## src/hdl/bf3_pkg.sv

```systemverilog
// ----------------------------------------------------------------------------
// bf3_pkg: shared types and constants of the 3x3 box filter
// Sizes, register decode, queue geometry and the reciprocal used for the
// division by nine.
// ----------------------------------------------------------------------------
package bf3_pkg;

  localparam int MAX_WIDTH  = 1024;
  localparam int MAX_HEIGHT = 4096;

  localparam int COL_W    = $clog2(MAX_WIDTH);
  localparam int ROW_W    = $clog2(MAX_HEIGHT);
  localparam int WIDTH_W  = 11;
  localparam int HEIGHT_W = 13;
  localparam int PIX_W    = 8;

  localparam logic [WIDTH_W-1:0]  MIN_SIZE_W = WIDTH_W'(3);
  localparam logic [HEIGHT_W-1:0] MIN_SIZE_H = HEIGHT_W'(3);
  localparam logic [WIDTH_W-1:0]  MAX_SIZE_W = WIDTH_W'(MAX_WIDTH);
  localparam logic [HEIGHT_W-1:0] MAX_SIZE_H = HEIGHT_W'(MAX_HEIGHT);

  localparam int ADDR_W = 3;
  localparam logic REG_PADDED_WIDTH  = 1'b0;
  localparam logic REG_PADDED_HEIGHT = 1'b1;

  localparam int QUEUE_DEPTH = 4;
  localparam int QPTR_W      = $clog2(QUEUE_DEPTH);
  localparam int QCOUNT_W    = $clog2(QUEUE_DEPTH + 1);

  localparam int SUM_W       = 12;
  localparam int RECIP_W     = 13;
  localparam int RECIP_SHIFT = 16;
  localparam logic [RECIP_W-1:0] RECIP_NINE = RECIP_W'(7282);
  localparam int PROD_W      = SUM_W + RECIP_W;

  typedef struct packed {
    logic [PIX_W-1:0] top;
    logic [PIX_W-1:0] mid;
    logic [PIX_W-1:0] bot;
    logic             emit;
    logic             row_end;
    logic             frame_end;
  } bf3_item_t;

endpackage

```

## src/hdl/bf3_queue.sv

```systemverilog
// ----------------------------------------------------------------------------
// bf3_queue: short item queue between front and back
// A small register queue that lets the line store side and the arithmetic
// side stall independently.
// ----------------------------------------------------------------------------
module bf3_queue
  import bf3_pkg::*;
(
  input  logic                clk,
  input  logic                rst,
  input  logic                push,
  input  bf3_item_t           push_item,
  input  logic                pop,
  output logic                not_empty,
  output bf3_item_t           head,
  output logic [QCOUNT_W-1:0] count
);

  bf3_item_t          entries [QUEUE_DEPTH];
  logic [QPTR_W-1:0]  wr_ptr;
  logic [QPTR_W-1:0]  rd_ptr;
  logic               do_pop;

  assign not_empty = (count != '0);
  assign head      = entries[rd_ptr];
  assign do_pop    = pop && not_empty;

  always_ff @(posedge clk) begin
    if (rst) begin
      wr_ptr <= '0;
      rd_ptr <= '0;
      count  <= '0;
    end else begin
      if (push) begin
        wr_ptr <= wr_ptr + QPTR_W'(1);
      end
      if (do_pop) begin
        rd_ptr <= rd_ptr + QPTR_W'(1);
      end
      if (push && !do_pop) begin
        count <= count + QCOUNT_W'(1);
      end else if (do_pop && !push) begin
        count <= count - QCOUNT_W'(1);
      end
    end
  end

  always_ff @(posedge clk) begin
    if (push) begin
      entries[wr_ptr] <= push_item;
    end
  end

`ifndef SYNTHESIS
  a_no_overflow: assert property (@(posedge clk) disable iff (rst)
    !(push && !do_pop && (count == QCOUNT_W'(QUEUE_DEPTH))))
    else $error("Queue written while full.");

  a_count_bound: assert property (@(posedge clk) disable iff (rst)
    count <= QCOUNT_W'(QUEUE_DEPTH))
    else $error("Queue count out of range.");
`endif

endmodule

```

## config.mk

```make
export PLATFORM = sky130hd
export DESIGN_NAME = bf3_queue
export DESIGN_NICKNAME = d
export VERILOG_FILES = /design/src/hdl/bf3_pkg.sv /design/src/hdl/bf3_queue.sv
export SDC_FILE = /design/constraint.sdc
export NUM_CORES = 1
export LEC_CHECK = 0
export ABC_CLOCK_PERIOD_IN_PS = 3100
export BUFFER_PORTS_ARGS = -buffer_cell sky130_fd_sc_hd__buf_2
export CAP_MARGIN = 20
export CORE_MARGIN = 3
export CORE_UTILIZATION = 45
export CTS_BUF_LIST = sky130_fd_sc_hd__clkbuf_8 sky130_fd_sc_hd__clkbuf_16
export DETAILED_ROUTE_END_ITERATION = 6
export GPL_TIMING_DRIVEN = 0
export PLACE_DENSITY_LB_ADDON = 0.1
export SYNTH_ARGS = -nofsm -noshare
export SYNTH_HDL_FRONTEND = slang
export SYNTH_SLANG_ARGS = --single-unit
export TNS_END_PERCENT = 50
```

## constraint.sdc

```tcl
create_clock -name clk -period 3.1 [get_ports clk]
set_input_delay 0.155 -clock clk [delete_from_list [all_inputs] [get_ports clk]]
set_output_delay 0.155 -clock clk [all_outputs]
set_load 0.005 [all_outputs]
```

==> flow_metrics.py <==
metrics = {
    "route": {
        "ant_nets": 0,
        "drt_wl_total_um": 7419,
        "wl_per_cell_um": 16.94,
        "first_pass_iters": 6,
        "drt_iter0_drc": 83,
        "drc": 0,
        "vias": 2134,
        "vias_per_cell": 4.872,
    },
    "min_path": {
        "min_path_type": "in2reg",
        "hp-start": "pop",
    },
    "power_and_ir_drop": {
        "finalPower_mw": 4.945,
        "power_density_nw_per_um2": 840.6,
        "seq_power_share": 0.380,
        "swShare": 0.2167,
        "clkPwrFrac": 0.443,
        "ir_worst_vdd_v": 0.0004445,
        "p_leak_nw": 2.119,
        "p_int_mw": 3.873,
        "p_comb_frac": 0.177,
        "p_switching_mw": 1.072,
    },
    "worst_setup_path": {
        "cp.required_ps": 3530,
        "max_stage_delay_ps": 410,
        "cp-startpoint": "count[0]",
        "start_kind": "register",
        "worstSetupPathType": "reg2reg",
        "cp-end-kind": "register",
        "arrival_ps": 2570,
        "worstPathMaxFanout": 6,
        "r2r-start": "count[0]",
        "slowest_stage": "o31ai_1",
        "cp_cell_sequence": "o31ai_1, ha_1, inv_1, fa_1, xor2_1, or3_1, a21oi_1",
    },
    "flow_run": {
        "drv_cap": 0,
    },
    "cts": {
        "numCtsBuffers": 17,
        "htreeDepth": 4,
        "clk_latency_ps": 510,
        "root_buffer": "clkbuf_8",
        "ctsHoldBuffers": 30,
        "cts-resized-gates": 0,
        "cts_setup_buffers": 0,
        "path_clk_slew_ps": 60,
        "cts.sinks": 117,
        "cts_tree": "done",
        "cts_max_path_buffers": 2,
    },
    "global_route": {
        "grt.met1_usage": 0.1956,
        "top_usage_layer": "met2",
        "overflow": 0,
        "met2_usage": 0.2320,
        "grt_first_pass_wirelength_um": 12250,
        "gr-usage-met3": 0.05003,
        "grt_use_total": 0.1487,
        "antenna_found_initial": 0,
        "grt_pass1_vias": 2315,
        "grt_start_max_net_pins": 28,
    },
    "floorplan": {
        "ioPinCount": 62,
        "core_area_um2": 9328,
        "rows": 35,
        "start_util": 0.4691,
        "die_w_um": 104.6,
        "dieArea_um2": 10940,
        "fp.dieH_um": 104.6,
    },
    "synthesis": {
        "avgSynthCellArea_um2": 23.78,
        "yosysSeqAreaShare": 0.7824,
        "synth_seq_cells": 117,
        "netlist_area_um2": 4375,
        "synth.distinct_cells": 21,
        "yosys_warnings": 0,
        "synthCells": 184,
        "syn_nets": 221,
    },
    "timing": {
        "hold_viol": 0,
        "max_freq_ghz": 0.4669,
        "slew_viol_final": 0,
        "final.setup.worst_slack_ps": 958.0,
        "post-route-min-period_ps": 2142,
        "fin_crit_sh": 0.6910,
        "slew_headroom": 0.4283,
        "tightest_slew_ps": 857.6,
        "fin_skew_ps": 7.340,
        "tns_ps": 0,
        "setup_viol": 0,
        "rsz0062_at_grt": "no",
    },
    "finish": {
        "fin_nets": 333,
        "n_antenna_cell": 0,
        "n_fill_cell": 648,
        "syn2layout_area_growth_pct": 34.46,
        "final_common_cell": "edfxtp_1",
        "final_cell_mix": "edfxtp_1, buf_2, dlygate4sd3_1",
        "multi_input_area_um2": 872.1,
        "regArea_um2": 3423,
        "final_cells": 438,
        "drive_above_1_share": 0.3883,
    },
    "place": {
        "dpl_worst_slack_ps": 953.6,
        "gp_congestion": 0.6462,
        "numPortBuffers": 60,
        "dp_hpwl_um": 4561,
        "dp_cells": 376,
    },
    "run_status": {
        "status": "complete, no violations",
    },
}
[Yosys cell counts]
cell type  number  area share
buf_2           3      0.0034
buf_6           1      0.0026
o31ai_1         1      0.0017
fa_1            1      0.0046
or3_1           2      0.0029
dfxtp_1         9       0.041
and2_1          4      0.0057
mux4_2         20        0.10
nor2_1          7      0.0060
mux4_1          7       0.042
edfxtp_1      108        0.74
inv_1           3      0.0026
a21oi_1         1      0.0011
clkbuf_1        1     0.00086
ha_1            5       0.014
buf_12          2      0.0092
xor2_1          4      0.0080
mux2i_1         2      0.0046
o21ai_0         1      0.0011
xnor2_1         1      0.0020
o311ai_0        1      0.0020
[cell families after synthesis]
group / share of synthesized area
mux: 0.1496
xor+xnor: 0.01001
flops: 0.7824
fa+ha+maj: 0.01887
buf+inv: 0.01859
compound gates: 0.006004
simple gates: 0.01458
[power groups by stage]
| stage | Sequential, mW | Combinational [mW] | Clock, mW |
|---|---|---|---|
| 6_report | 1.88 | 0.875 | 2.19 |
| 3_3_place_gp | 1.91 | 0.851 | 0 |
| 5_1_grt | 1.89 | 0.963 | 2.30 |
| 2_1_floorplan | 1.90 | 0.566 | 0 |
| 4_1_cts | 1.88 | 0.906 | 2.23 |
| 3_5_place_dp | 1.91 | 0.872 | 0 |
[sequential cells by signal, summed over array words and instances (netlist names), named ones only]
signal / cells
wr_ptr: 2
count: 3
entries: 108
rd_ptr: 2
[layer usage]
layer	up-vias	share of wire	routed length, um
li1	1000	-	-
met1	1070	0.44	3298
met2	55	0.50	3696
met3	9	0.042	314
met4	0	0.015	109
met5	-	0	0
[path summary, 6_finish.rpt]
| check | end | slack [ps] | depth (start not counted) |
|---|---|---|---|
| setup / recovery | count[2] | 960 | 7 |
| hold reg to reg | rd_ptr[0] | 530 | 2 |
| hold / removal | rd_ptr[0] | 70 | 4 |
| setup reg to reg | count[2] | 960 | 7 |
[per-stage QoR]
stage | instance area [um^2] | hold slack [ps] | utilization
after floorplan | 4375 | 253.9 | -
after global placement | 4837 | 371.0 | 0.5186
after detailed placement | 4908 | 373.9 | 0.5262
after CTS | 5883 | 51.23 | 0.6307
after global routing | 5883 | 101.3 | 0.6307
final | 5883 | 68.64 | 0.6307
[cell type report]
class | count | area share
clock inverters | 15 | 0.04424
flip-flops and latches | 117 | 0.5819
repair buffers | 93 | 0.1140
inverters | 3 | 0.001914
clock buffers | 17 | 0.07040
multi-input cells | 57 | 0.1482
well taps | 129 | 0.02744
plain buffers | 7 | 0.01191
[worst max-delay path, delay by kind of cell, from the launching register on]
family	cells	cell delay (ps)
buf+inv	1	60
simple gates	1	300
compound gates	2	540
xor+xnor	1	160
flops	1	380
fa+ha+maj	2	630
(Power assumes the default switching activity.)
