**config.mk**
```make
export PLATFORM = sky130hd
export DESIGN_NAME = bf3_back
export DESIGN_NICKNAME = d
export VERILOG_FILES = /design/src/hdl/bf3_pkg.sv /design/src/hdl/bf3_back.sv
export SDC_FILE = /design/constraint.sdc
export NUM_CORES = 1
export LEC_CHECK = 0
export BUFFER_PORTS_ARGS = -buffer_cell sky130_fd_sc_hd__buf_2
export CAP_MARGIN = 20
export CORE_ASPECT_RATIO = 0.7
export CORE_UTILIZATION = 35
export CTS_CLUSTER_DIAMETER = 50
export DETAILED_ROUTE_END_ITERATION = 8
export PLACE_DENSITY = 0.52
export SLEW_MARGIN = 30
export SYNTH_ARGS = -nofsm -noshare
export SYNTH_HDL_FRONTEND = slang
export SYNTH_SLANG_ARGS = --single-unit
export TNS_END_PERCENT = 30
```
**constraint.sdc**
```tcl
create_clock -name clk -period 8.2 [get_ports clk]
set_clock_uncertainty 0.05 [all_clocks]
set_input_delay 0.41 -clock clk [delete_from_list [all_inputs] [get_ports clk]]
set_output_delay 0.41 -clock clk [all_outputs]
set_load 0.1 [all_outputs]
```
**src/hdl/bf3_pkg.sv**
```systemverilog
// ----------------------------------------------------------------------------
// bf3_pkg: shared types and constants of the 3x3 box filter
// Sizes, register decode, queue geometry and the reciprocal used for the
// division by nine.
// ----------------------------------------------------------------------------
package bf3_pkg;

  localparam int MAX_WIDTH  = 1024;
  localparam int MAX_HEIGHT = 4096;

  localparam int COL_W    = $clog2(MAX_WIDTH);
  localparam int ROW_W    = $clog2(MAX_HEIGHT);
  localparam int WIDTH_W  = 11;
  localparam int HEIGHT_W = 13;
  localparam int PIX_W    = 8;

  localparam logic [WIDTH_W-1:0]  MIN_SIZE_W = WIDTH_W'(3);
  localparam logic [HEIGHT_W-1:0] MIN_SIZE_H = HEIGHT_W'(3);
  localparam logic [WIDTH_W-1:0]  MAX_SIZE_W = WIDTH_W'(MAX_WIDTH);
  localparam logic [HEIGHT_W-1:0] MAX_SIZE_H = HEIGHT_W'(MAX_HEIGHT);

  localparam int ADDR_W = 3;
  localparam logic REG_PADDED_WIDTH  = 1'b0;
  localparam logic REG_PADDED_HEIGHT = 1'b1;

  localparam int QUEUE_DEPTH = 4;
  localparam int QPTR_W      = $clog2(QUEUE_DEPTH);
  localparam int QCOUNT_W    = $clog2(QUEUE_DEPTH + 1);

  localparam int SUM_W       = 12;
  localparam int RECIP_W     = 13;
  localparam int RECIP_SHIFT = 16;
  localparam logic [RECIP_W-1:0] RECIP_NINE = RECIP_W'(7282);
  localparam int PROD_W      = SUM_W + RECIP_W;

  typedef struct packed {
    logic [PIX_W-1:0] top;
    logic [PIX_W-1:0] mid;
    logic [PIX_W-1:0] bot;
    logic             emit;
    logic             row_end;
    logic             frame_end;
  } bf3_item_t;

endpackage

```
**src/hdl/bf3_back.sv**
```systemverilog
// ----------------------------------------------------------------------------
// bf3_back: window, sum and division by nine
// Shifts each item's column into the 3x3 window, sums the nine pixels and
// divides by nine through a reciprocal multiply into the output register.
// ----------------------------------------------------------------------------
module bf3_back
  import bf3_pkg::*;
(
  input  logic             clk,
  input  logic             rst,
  input  logic             not_empty,
  input  bf3_item_t        head,
  output logic             pop,
  output logic             out_valid,
  input  logic             out_ready,
  output logic [PIX_W-1:0] mean_out,
  output logic             row_end,
  output logic             frame_end
);

  logic [PIX_W-1:0]  window [6];
  logic [SUM_W-1:0]  window_sum;
  logic [PROD_W-1:0] product;

  logic             a_valid;
  logic [SUM_W-1:0] a_sum;
  logic             a_row_end;
  logic             a_frame_end;
  logic             a_adv;
  logic             b_adv;

  assign b_adv = !out_valid || out_ready;
  assign a_adv = !a_valid || b_adv;
  assign pop   = not_empty && a_adv;

  always_comb begin
    window_sum = SUM_W'(head.top) + SUM_W'(head.mid) + SUM_W'(head.bot);
    for (int k = 0; k < 6; k++) begin
      window_sum = window_sum + SUM_W'(window[k]);
    end
  end

  assign product = PROD_W'(a_sum) * PROD_W'(RECIP_NINE);

  always_ff @(posedge clk) begin
    if (rst) begin
      for (int k = 0; k < 6; k++) begin
        window[k] <= '0;
      end
      a_valid   <= 1'b0;
      out_valid <= 1'b0;
    end else begin
      if (pop) begin
        window[0] <= window[3];
        window[1] <= window[4];
        window[2] <= window[5];
        window[3] <= head.top;
        window[4] <= head.mid;
        window[5] <= head.bot;
      end
      if (a_adv) begin
        a_valid <= pop && head.emit;
      end
      if (b_adv) begin
        out_valid <= a_valid;
      end
    end
  end

  always_ff @(posedge clk) begin
    if (pop) begin
      a_sum       <= window_sum;
      a_row_end   <= head.row_end;
      a_frame_end <= head.frame_end;
    end
    if (b_adv && a_valid) begin
      mean_out  <= product[RECIP_SHIFT +: PIX_W];
      row_end   <= a_row_end;
      frame_end <= a_frame_end;
    end
  end

endmodule

```
==> flow_metrics.env, run 1 <==
export IMPL_drt_first_pass_iters=4
export IMPL_synth_top_area_share_pct=34.0
export IMPL_max_freq_ghz=0.205
export IMPL_dp_hpwl_um=9200
export IMPL_finalHoldViolCount=0
export IMPL_cts_buffers=9
export IMPL_initial_core_util_pct=36.4
export IMPL_ys_ff_latch=74
export IMPL_grt_pass1_wl_um=19600
export IMPL_synthesis_nets=718
export IMPL_clk_pin_slew_ns=0.06
export IMPL_syn_inst=524
export IMPL_required_ns=8.32
export IMPL_path_delay_family="adder cells"
export IMPL_rsz0062_at_grt="false"
export IMPL_worstPathCellList="inv_1 > fa_1 > inv_1 > ha_1 > inv_1 > fa_1 > inv_1 > fa_1 > inv_1 > fa_1 > inv_1 > ha_1 > o21ai_0 > nor2_2 > o21ai_1 > o21ai_2 > o31a_1 > a311oi_1"
export IMPL_antenna_found_initial=0
export IMPL_period_share_pct=59.4
export IMPL_cts_setup_buffers=0
export IMPL_route_antenna_remaining_nets=0
export IMPL_clock_latency_ns=0.35
export IMPL_synth_top_cells_by_count="inv_1, fa_1, ha_1"
export IMPL_num_rows=40
export IMPL_synth_area_top_cells="edfxtp_1, fa_1, ha_1"
export IMPL_cts_root_buf="clkbuf_16"
export IMPL_fin_crit_ns=4.87
export IMPL_ys_warn_count=0
export IMPL_slowest_delay_ns=0.52
export IMPL_drive_gt1_share_pct=13.0
export IMPL_max_slew_margin_rel_pct=43.1
export IMPL_area_delta_synth_final_pct=12.2
export IMPL_nNetsFinal=766
export IMPL_drv_cap=0
export IMPL_synth_async_reset_ratio_pct=0
export IMPL_start_kind="register"
export IMPL_diodes=0
export IMPL_drc=0
export IMPL_endpoint_kind="register"
export IMPL_syn_area_um2=6350
export IMPL_io_pins=43
export IMPL_yosysSeqAreaShare_pct=34.7
export IMPL_grt_use_total_pct=13.7
export IMPL_vias=3682
export IMPL_drtIter0Drc=141
export IMPL_worst_path_buf_inv=6
export IMPL_crit_type="reg2reg"
export IMPL_dieArea_um2=18700
export IMPL_cts_tree="yes"
export IMPL_viasPerCell=4.56
export IMPL_tightest_slew_ns=0.851
export IMPL_gp_congestion=0.845
export IMPL_grt_start_max_net_pins=49
export IMPL_fp_coreArea_um2=17500
export IMPL_crit_path_frequent_cell="inv_1"
export IMPL_setup_violations=0
export IMPL_synth_top_area_cell="edfxtp_1"
export IMPL_cp_slowest_cell="fa_1"
export IMPL_setup_tns_ns=0
export IMPL_ctsResizeCount=0
export IMPL_clockBufferDepth=2
export IMPL_crit_fanout=4
export IMPL_status="completed"
export IMPL_worstPathArrival_ns=4.99
export IMPL_hold_class="in2reg"
export IMPL_drv_slew=0
export IMPL_synth_cell_type_count=43
export IMPL_overflow=0
export IMPL_avgSynthCellArea_um2=12.1
export IMPL_synth_most_common_cell="inv_1"
export IMPL_cts_hold_buffers=0
export IMPL_cts_sinks=74
export IMPL_dieWidth_um=163
export IMPL_die_h_um=115
export IMPL_grt_pass1_vias=3822
export IMPL_synthFlopType="edfxtp_1"
export IMPL_htree_levels=3
export IMPL_portBuffers=42
export IMPL_avgRoutedWirePerCell_um=13.9
export IMPL_fill_cells=1666
export IMPL_wl_um=11300
export IMPL_synth_edf_count=72
-- cell families after synthesis --
| family | count (synthesis) | share of synthesized area [%] |
|---|---|---|
| compound gates | 43 | 5.10 |
| xor+xnor | 17 | 2.34 |
| flops | 74 | 34.7 |
| mux | 1 | 0.158 |
| fa+ha+maj | 163 | 41.9 |
| buf+inv | 130 | 7.68 |
| simple gates | 96 | 8.17 |
-- flip-flops by register name, summed over array words and instances (netlist names) --
name,cells
window,48
a_sum,12
mean_out,8
a_frame_end,1
a_row_end,1
a_valid,1
frame_end,1
out_valid,1
row_end,1
-- per-stage QoR --
| step | std cells | area, um2 | worst slack (ns) | util [%] | hold slack [ns] |
|---|---|---|---|---|---|
| after floorplan | 524 | 6350 | 3.69 | - | 0.350 |
| after global placement | 792 | 6850 | 3.46 | 39.2 | 0.355 |
| after detailed placement | 792 | 6850 | 3.39 | 39.2 | 0.371 |
| after CTS | 808 | 7130 | 3.36 | 40.8 | 0.166 |
| after global routing | 808 | 7130 | 3.06 | 40.8 | 0.172 |
| final | 808 | 7130 | 3.33 | 40.8 | 0.184 |
-- metal layers --
layer | global-route usage, % | up-vias | part of all wire, %
met4 | 4.49 | 0 | 1.2
met3 | 3.28 | 9 | 3.5
li1 | - | 1800 | -
met1 | 21.1 | 1825 | 53
met5 | 0 | - | 0
met2 | 18.7 | 48 | 42
-- worst paths after layout --
| kind | startpoint | end | slack [ns] | cells past startpoint |
|---|---|---|---|---|
| max | a_sum[3] | mean_out[6] | 3.33 | 18 |
| min | head[1] | a_row_end | 0.18 | 1 |
| min reg2reg | a_row_end | row_end | 0.38 | 0 |
| max reg2reg | a_sum[3] | mean_out[6] | 3.33 | 18 |
-- area by class of cell --
cell class	count	area, um2	area share [%]
clock buffer	9	225	3.16
clock inverter	7	53.8	0.754
inverter	123	462	6.47
multi-input combinational	320	3670	51.5
sequential	74	2200	30.9
tap	231	289	4.05
timing repair buffer	44	225	3.16
-- layout by cell type (no fill, tap or decap), drive strengths merged, types with 3 or more instances in the layout --
master	count
inv	123
fa	83
ha	80
edfxtp	72
buf	44
and2	30
nor3	22
nor2	18
nand2	13
xnor2	13
clkbuf	9
a21oi	9
o21ai	9
a21o	7
clkinvlp	6
nor2b	5
xor2	4
o21a	4
a211oi	4
nand4	3
Power of run 1 is not shown: default switching activity piles up to over one toggle a cycle in this logic, so the estimate is an artifact.
==> run 2, diff against run 1 <==
--- a/config.mk
+++ b/config.mk
@@ -5,6 +5,7 @@
 export SDC_FILE = /design/constraint.sdc
 export NUM_CORES = 1
 export LEC_CHECK = 0
+export ABC_AREA = 1
 export BUFFER_PORTS_ARGS = -buffer_cell sky130_fd_sc_hd__buf_2
 export CAP_MARGIN = 20
 export CORE_ASPECT_RATIO = 0.7
==> constraint.sdc (replaced) <==
create_clock -name clk -period 4.75 [get_ports clk]
set_clock_uncertainty 0.05 [all_clocks]
set_input_delay 0.2375 -clock clk [delete_from_list [all_inputs] [get_ports clk]]
set_output_delay 0.2375 -clock clk [all_outputs]
set_load 0.1 [all_outputs]
==> run 2 against run 1 <==
Synthesized area is 4.5% higher. First-iteration DRC count is 55% higher. Non-clock buffer count rose by 5. Global-route usage up 0.26 points. Highest routed layer unchanged. Worst hold slack got worse by 0.16 ns. Fmax increased by 8.9%. Critical path depth shrank 2.
==> flow_metrics.env, run 2 <==
export IMPL_synthFlopType="edfxtp_1"
export IMPL_final_common_cell="inv_1"
export IMPL_drtIter0Drc=218
export IMPL_syn_area_um2=6640
export IMPL_route_antenna_remaining_nets=0
export IMPL_grt_pass1_vias=4229
export IMPL_diodes=0
export IMPL_top_register="window"
export IMPL_place_ws_ns=0.223
export IMPL_dieWidth_um=167
export IMPL_setup_violations=0
export IMPL_avgRoutedWirePerCell_um=13.3
export IMPL_drt_first_pass_iters=5
export IMPL_largest_reg_flops=48
export IMPL_grt_util_met3_pct=3.97
export IMPL_ys_warn_count=0
export IMPL_grt_pass1_wl_um=20900
export IMPL_synthesis_nets=848
export IMPL_path_delay_family="adder cells"
export IMPL_nNetsFinal=903
export IMPL_final_cell_mix="inv_1, nand2_1, fa_1, ha_1, edfxtp_1"
export IMPL_synth_edf_count=72
export IMPL_reg_largest_list="window: 48 flops, a_sum: 12 flops, mean_out: 8 flops"
export IMPL_cp_slowest_cell="fa_1"
export IMPL_synth_area_top_cells="edfxtp_1, fa_1, ha_1"
export IMPL_crit_fanout=4
export IMPL_endpoint_kind="register"
export IMPL_cts_buffers=9
export IMPL_hold_class="in2reg"
export IMPL_worst_path_buf_inv=4
export IMPL_setup_tns_ns=0
export IMPL_max_slew_margin_rel_pct=54.4
export IMPL_worstPathArrival_ns=4.52
export IMPL_cts_root_buf="clkbuf_16"
export IMPL_clock_latency_ns=0.34
export IMPL_slowest_delay_ns=0.53
export IMPL_period_share_pct=94.1
export IMPL_hp_start="head[1]"
export IMPL_clk_pin_slew_ns=0.06
export IMPL_synth_most_common_cell="inv_1"
export IMPL_syn_inst=654
export IMPL_cts_sinks=74
export IMPL_dp_hpwl_um=10500
export IMPL_area_delta_synth_final_pct=12.2
export IMPL_ys_ff_latch=74
export IMPL_fill_cells=1760
export IMPL_die_h_um=117
export IMPL_rsz0062_at_grt="false"
export IMPL_busiest_layer="met1"
export IMPL_dieArea_um2=19500
export IMPL_portBuffers=42
export IMPL_overflow=0
export IMPL_initial_core_util_pct=36.3
export IMPL_synth_cell_type_count=28
export IMPL_required_ns=4.80
export IMPL_clockBufferDepth=2
export IMPL_gp_congestion=0.913
export IMPL_yosysSeqAreaShare_pct=33.2
export IMPL_synth_async_reset_ratio_pct=0
export IMPL_cts_tree="yes"
export IMPL_start_kind="register"
export IMPL_drc=0
export IMPL_whs_ns=0.0253
export IMPL_use_met2_pct=19.9
export IMPL_crit_type="reg2reg"
export IMPL_grt_start_max_net_pins=49
export IMPL_htree_levels=3
export IMPL_status="completed"
export IMPL_max_freq_ghz=0.224
export IMPL_wl_um=12600
export IMPL_synth_top_cells_by_count="inv_1, nand2_1, fa_1"
export IMPL_antenna_found_initial=0
export IMPL_r2r_start="a_sum[7]"
export IMPL_viasPerCell=4.45
export IMPL_tightest_slew_ns=0.684
export IMPL_crit_path_start="a_sum[7]"
export IMPL_vias=4231
export IMPL_avgSynthCellArea_um2=10.2
export IMPL_grt_use_met1_pct=20.5
export IMPL_grt_use_total_pct=14.0
export IMPL_fp_coreArea_um2=18300
export IMPL_worstPathCellList="fa_1 > ha_1 > inv_1 > fa_1 > inv_1 > fa_1 > inv_1 > fa_1 > inv_1 > ha_1 > a21oi_1 > o21ai_0 > a21boi_1 > nand2_1 > nand2_1 > nand2_1"
export IMPL_synth_top_area_share_pct=32.5
export IMPL_fin_crit_ns=4.47
export IMPL_drv_slew=0
export IMPL_drive_gt1_share_pct=10.6
export IMPL_drv_cap=0
export IMPL_synth_top_area_cell="edfxtp_1"
export IMPL_io_pins=43
export IMPL_worst_slack_ns=0.278
export IMPL_num_rows=41
export IMPL_finalHoldViolCount=0
run 2: cell count changes in the layout (fill, tap and decap cells not counted), sizes merged, moves of 17 or more:
cell / change
and2: -30
inv: +61
nor3: -17
nand3: +18
nor2: +51
nand2: +75
run 2: final cells by class:
class                   count  area (um2)  share of cell area (%)
multi-input cells         393        3730                    50.0
flip-flops and latches     74        2200                    29.5
inverters                 182         683                    9.17
well taps                 236         295                    3.96
repair buffers             49         265                    3.56
clock buffers               9         225                    3.02
clock inverters             7        52.6                   0.705
run 2: logic make-up after synthesis:
logic type	synth area share, %
and+or+nand+nor	11.4
DFF	33.2
adders and majority gates	40.1
buffers and inverters	10.9
xor gates and xnor gates	1.32
AOI/OAI and AO/OA	3.13
run 2: repair_timing:
action,4_1_cts,5_1_grt
endpoints found under the setup margin,0,1
endpoints found under the hold margin,1,0
buffers inserted,0,3
gates resized for setup,0,1
hold buffers,1,0
run 2: final timing paths:
path	to	cells after the start	slack (ns)
max	mean_out[4]	16	0.28
min	a_row_end	1	0.03
max reg2reg	mean_out[4]	16	0.28
min reg2reg	frame_end	0	0.38
run 2: through the flow:
stage | std cells | area [um2] | utilization (%)
after global routing | 950 | 7450 | 40.7
after detailed placement | 930 | 7140 | 39.0
after floorplan | 654 | 6640 | -
after CTS | 947 | 7430 | 40.6
after global placement | 930 | 7130 | 38.9
final | 950 | 7450 | 40.7
run 2: worst register-to-register path: stages, from the launching register on:
cell	delay, ns
edfxtp_1	0.47
fa_1	0.50
ha_1	0.31
inv_1	0.07
fa_1	0.53
inv_1	0.05
fa_1	0.49
inv_1	0.05
fa_1	0.52
inv_1	0.04
ha_1	0.33
a21oi_1	0.25
o21ai_0	0.16
a21boi_1	0.22
nand2_1	0.08
nand2_1	0.05
nand2_1	0.05
run 2: layer usage:
| layer | vias to the layer above | part of all wire [%] |
|---|---|---|
| met3 | 11 | 4.2 |
| met2 | 75 | 41 |
| met5 | - | 0 |
| met4 | 0 | 0.96 |
| met1 | 2031 | 53 |
| li1 | 2114 | - |
Power of run 2 is left out for the same reason.
==> run 3, diff against run 2 <==
--- a/config.mk
+++ b/config.mk
@@ -9,10 +9,10 @@
 export BUFFER_PORTS_ARGS = -buffer_cell sky130_fd_sc_hd__buf_2
 export CAP_MARGIN = 20
 export CORE_ASPECT_RATIO = 0.7
-export CORE_UTILIZATION = 35
+export CORE_UTILIZATION = 60
 export CTS_CLUSTER_DIAMETER = 50
 export DETAILED_ROUTE_END_ITERATION = 8
-export PLACE_DENSITY = 0.52
+export PLACE_DENSITY = 0.8
 export SLEW_MARGIN = 30
 export SYNTH_ARGS = -nofsm -noshare
 export SYNTH_HDL_FRONTEND = slang
==> run 3 against run 2 <==
Global-route usage grew 10 points. Setup slack improved by 0.030 ns. Via count increased by 2.8%. First-iteration DRC count shrank 6.9%. Flip-flop and latch count unchanged. Register-to-register slack improved by 0.03 ns. Sequential share of layout area rose by 0.43 points. Critical path type unchanged. Largest cell class unchanged.
==> flow_metrics.env, run 3 (synthesis results as in run 2) <==
export IMPL_status="completed"
export IMPL_register_area_um2=2200
export IMPL_drc=0
export IMPL_fill_cells=815
export IMPL_final_cell_mix="inv_1, nand2_1, fa_1, ha_1, edfxtp_1"
export IMPL_crit_fanout=4
export IMPL_avgRoutedWirePerCell_um=14.6
export IMPL_portBuffers=42
export IMPL_setup_violations=0
export IMPL_dieWidth_um=128
export IMPL_final_common_cell="inv_1"
export IMPL_largest_reg_flops=48
export IMPL_reg_largest_list="window: 48 flops, a_sum: 12 flops, mean_out: 8 flops"
export IMPL_drtIter0Drc=203
export IMPL_die_h_um=90.0
export IMPL_io_pins=43
export IMPL_start_kind="register"
export IMPL_num_rows=31
export IMPL_setup_tns_ns=0
export IMPL_dp_cells=840
export IMPL_max_slew_margin_rel_pct=57.0
export IMPL_max_freq_ghz=0.225
export IMPL_required_ns=4.80
export IMPL_clockBufferDepth=2
export IMPL_nNetsFinal=900
export IMPL_fp_coreArea_um2=10600
export IMPL_overflow=0
export IMPL_worst_slack_ns=0.309
export IMPL_place_ws_ns=0.185
export IMPL_route_antenna_remaining_nets=0
export IMPL_clk_pin_slew_ns=0.06
export IMPL_utilization_pct=69.6
export IMPL_fin_cells=859
export IMPL_vias=4348
export IMPL_period_share_pct=93.5
export IMPL_area_delta_synth_final_pct=10.6
export IMPL_htree_levels=3
export IMPL_whs_path_depth=1
export IMPL_grt_use_total_pct=24.4
export IMPL_diodes=0
export IMPL_tightest_slew_ns=0.645
export IMPL_fin_crit_ns=4.44
export IMPL_cts_buffers=9
export IMPL_crit_type="reg2reg"
export IMPL_finalHoldViolCount=0
export IMPL_drt_first_pass_iters=5
export IMPL_rsz0062_at_grt="false"
export IMPL_viasPerCell=5.06
export IMPL_cts_root_buf="clkbuf_16"
export IMPL_gp_congestion=0.930
export IMPL_cts_hold_buffers=0
export IMPL_r2r_cells=18
export IMPL_antenna_found_initial=0
export IMPL_endpoint_kind="register"
export IMPL_hold_class="in2reg"
export IMPL_dieArea_um2=11500
export IMPL_clock_latency_ns=0.34
export IMPL_cts_sinks=74
export IMPL_drv_cap=0
export IMPL_grt_start_max_net_pins=49
export IMPL_cts_tree="yes"
export IMPL_multi_input_area_um2=3730
export IMPL_drive_gt1_share_pct=10.7
export IMPL_grt_pass1_vias=4519
export IMPL_wl_um=12500
export IMPL_dp_hpwl_um=10200
export IMPL_grt_pass1_wl_um=21200
export IMPL_top_register="window"
export IMPL_worstPathArrival_ns=4.50
export IMPL_drv_slew=0
export IMPL_initial_core_util_pct=63.0
## run 3: changes by cell type in the layout (fill, tap and decap cells not counted)
cell,change
buf_4,-2
a21oi_1,-1
a21oi_2,+1
bufinv_16,+1
clkinv_1,-1
clkinv_2,+1
clkinvlp_4,-1
dlygate4sd3_1,-1
## run 3: path summary, 6_finish.rpt
path,from,to,slack (ns)
setup / recovery,a_sum[2],mean_out[4],0.31
hold / removal,head[0],a_frame_end,0.02
setup reg to reg,a_sum[2],mean_out[4],0.31
hold reg to reg,a_frame_end,frame_end,0.38
## run 3: final cells by class
| type | instances | share of cell area, % |
|---|---|---|
| Clock buffer | 9 | 3.07 |
| Clock inverter | 7 | 1.04 |
| Inverter | 182 | 9.30 |
| Multi-Input combinational cell | 393 | 50.8 |
| Sequential cell | 74 | 30.0 |
| Tap cell | 148 | 2.52 |
| Timing Repair Buffer | 46 | 3.27 |
## run 3: stage by stage
stage	hold WS [ns]	cell area, um2
final	0.0230	7340
after detailed placement	0.358	7020
after global routing	0.0213	7340
after global placement	0.359	7010
after CTS	0.0149	7320
after floorplan	0.257	6640
## run 3: timing repair
item                                    4_1_cts  5_1_grt
setup buffers                                 0        3
endpoints found under the setup margin        0        3
gates resized for setup                       0        2
## run 3: layer usage
layer  global-route usage (%)  part of all wire (%)  vias to the layer above  wire length, um
li1                         -                     -                     2110                -
met1                     35.0                    47                     2094             5860
met2                     36.9                    44                      120             5560
met3                     5.71                   6.9                       24              860
met4                     7.84                   1.8                        0              223
met5                        0                     0                        -                0
## run 3: worst max-delay path: stages (launching register included)
cell and delay, ns:
edfxtp_1 0.39, inv_1 0.10, fa_1 0.51, inv_1 0.06, ha_1 0.30, inv_1 0.06
fa_1 0.49, inv_1 0.05, fa_1 0.50, inv_1 0.06, fa_1 0.52, inv_1 0.04
ha_1 0.34, a21oi_2 0.18, o21ai_0 0.13, a21boi_1 0.23, nand2_1 0.07, nand2_1 0.06
nand2_1 0.04
Power of run 3 is left out for the same reason.
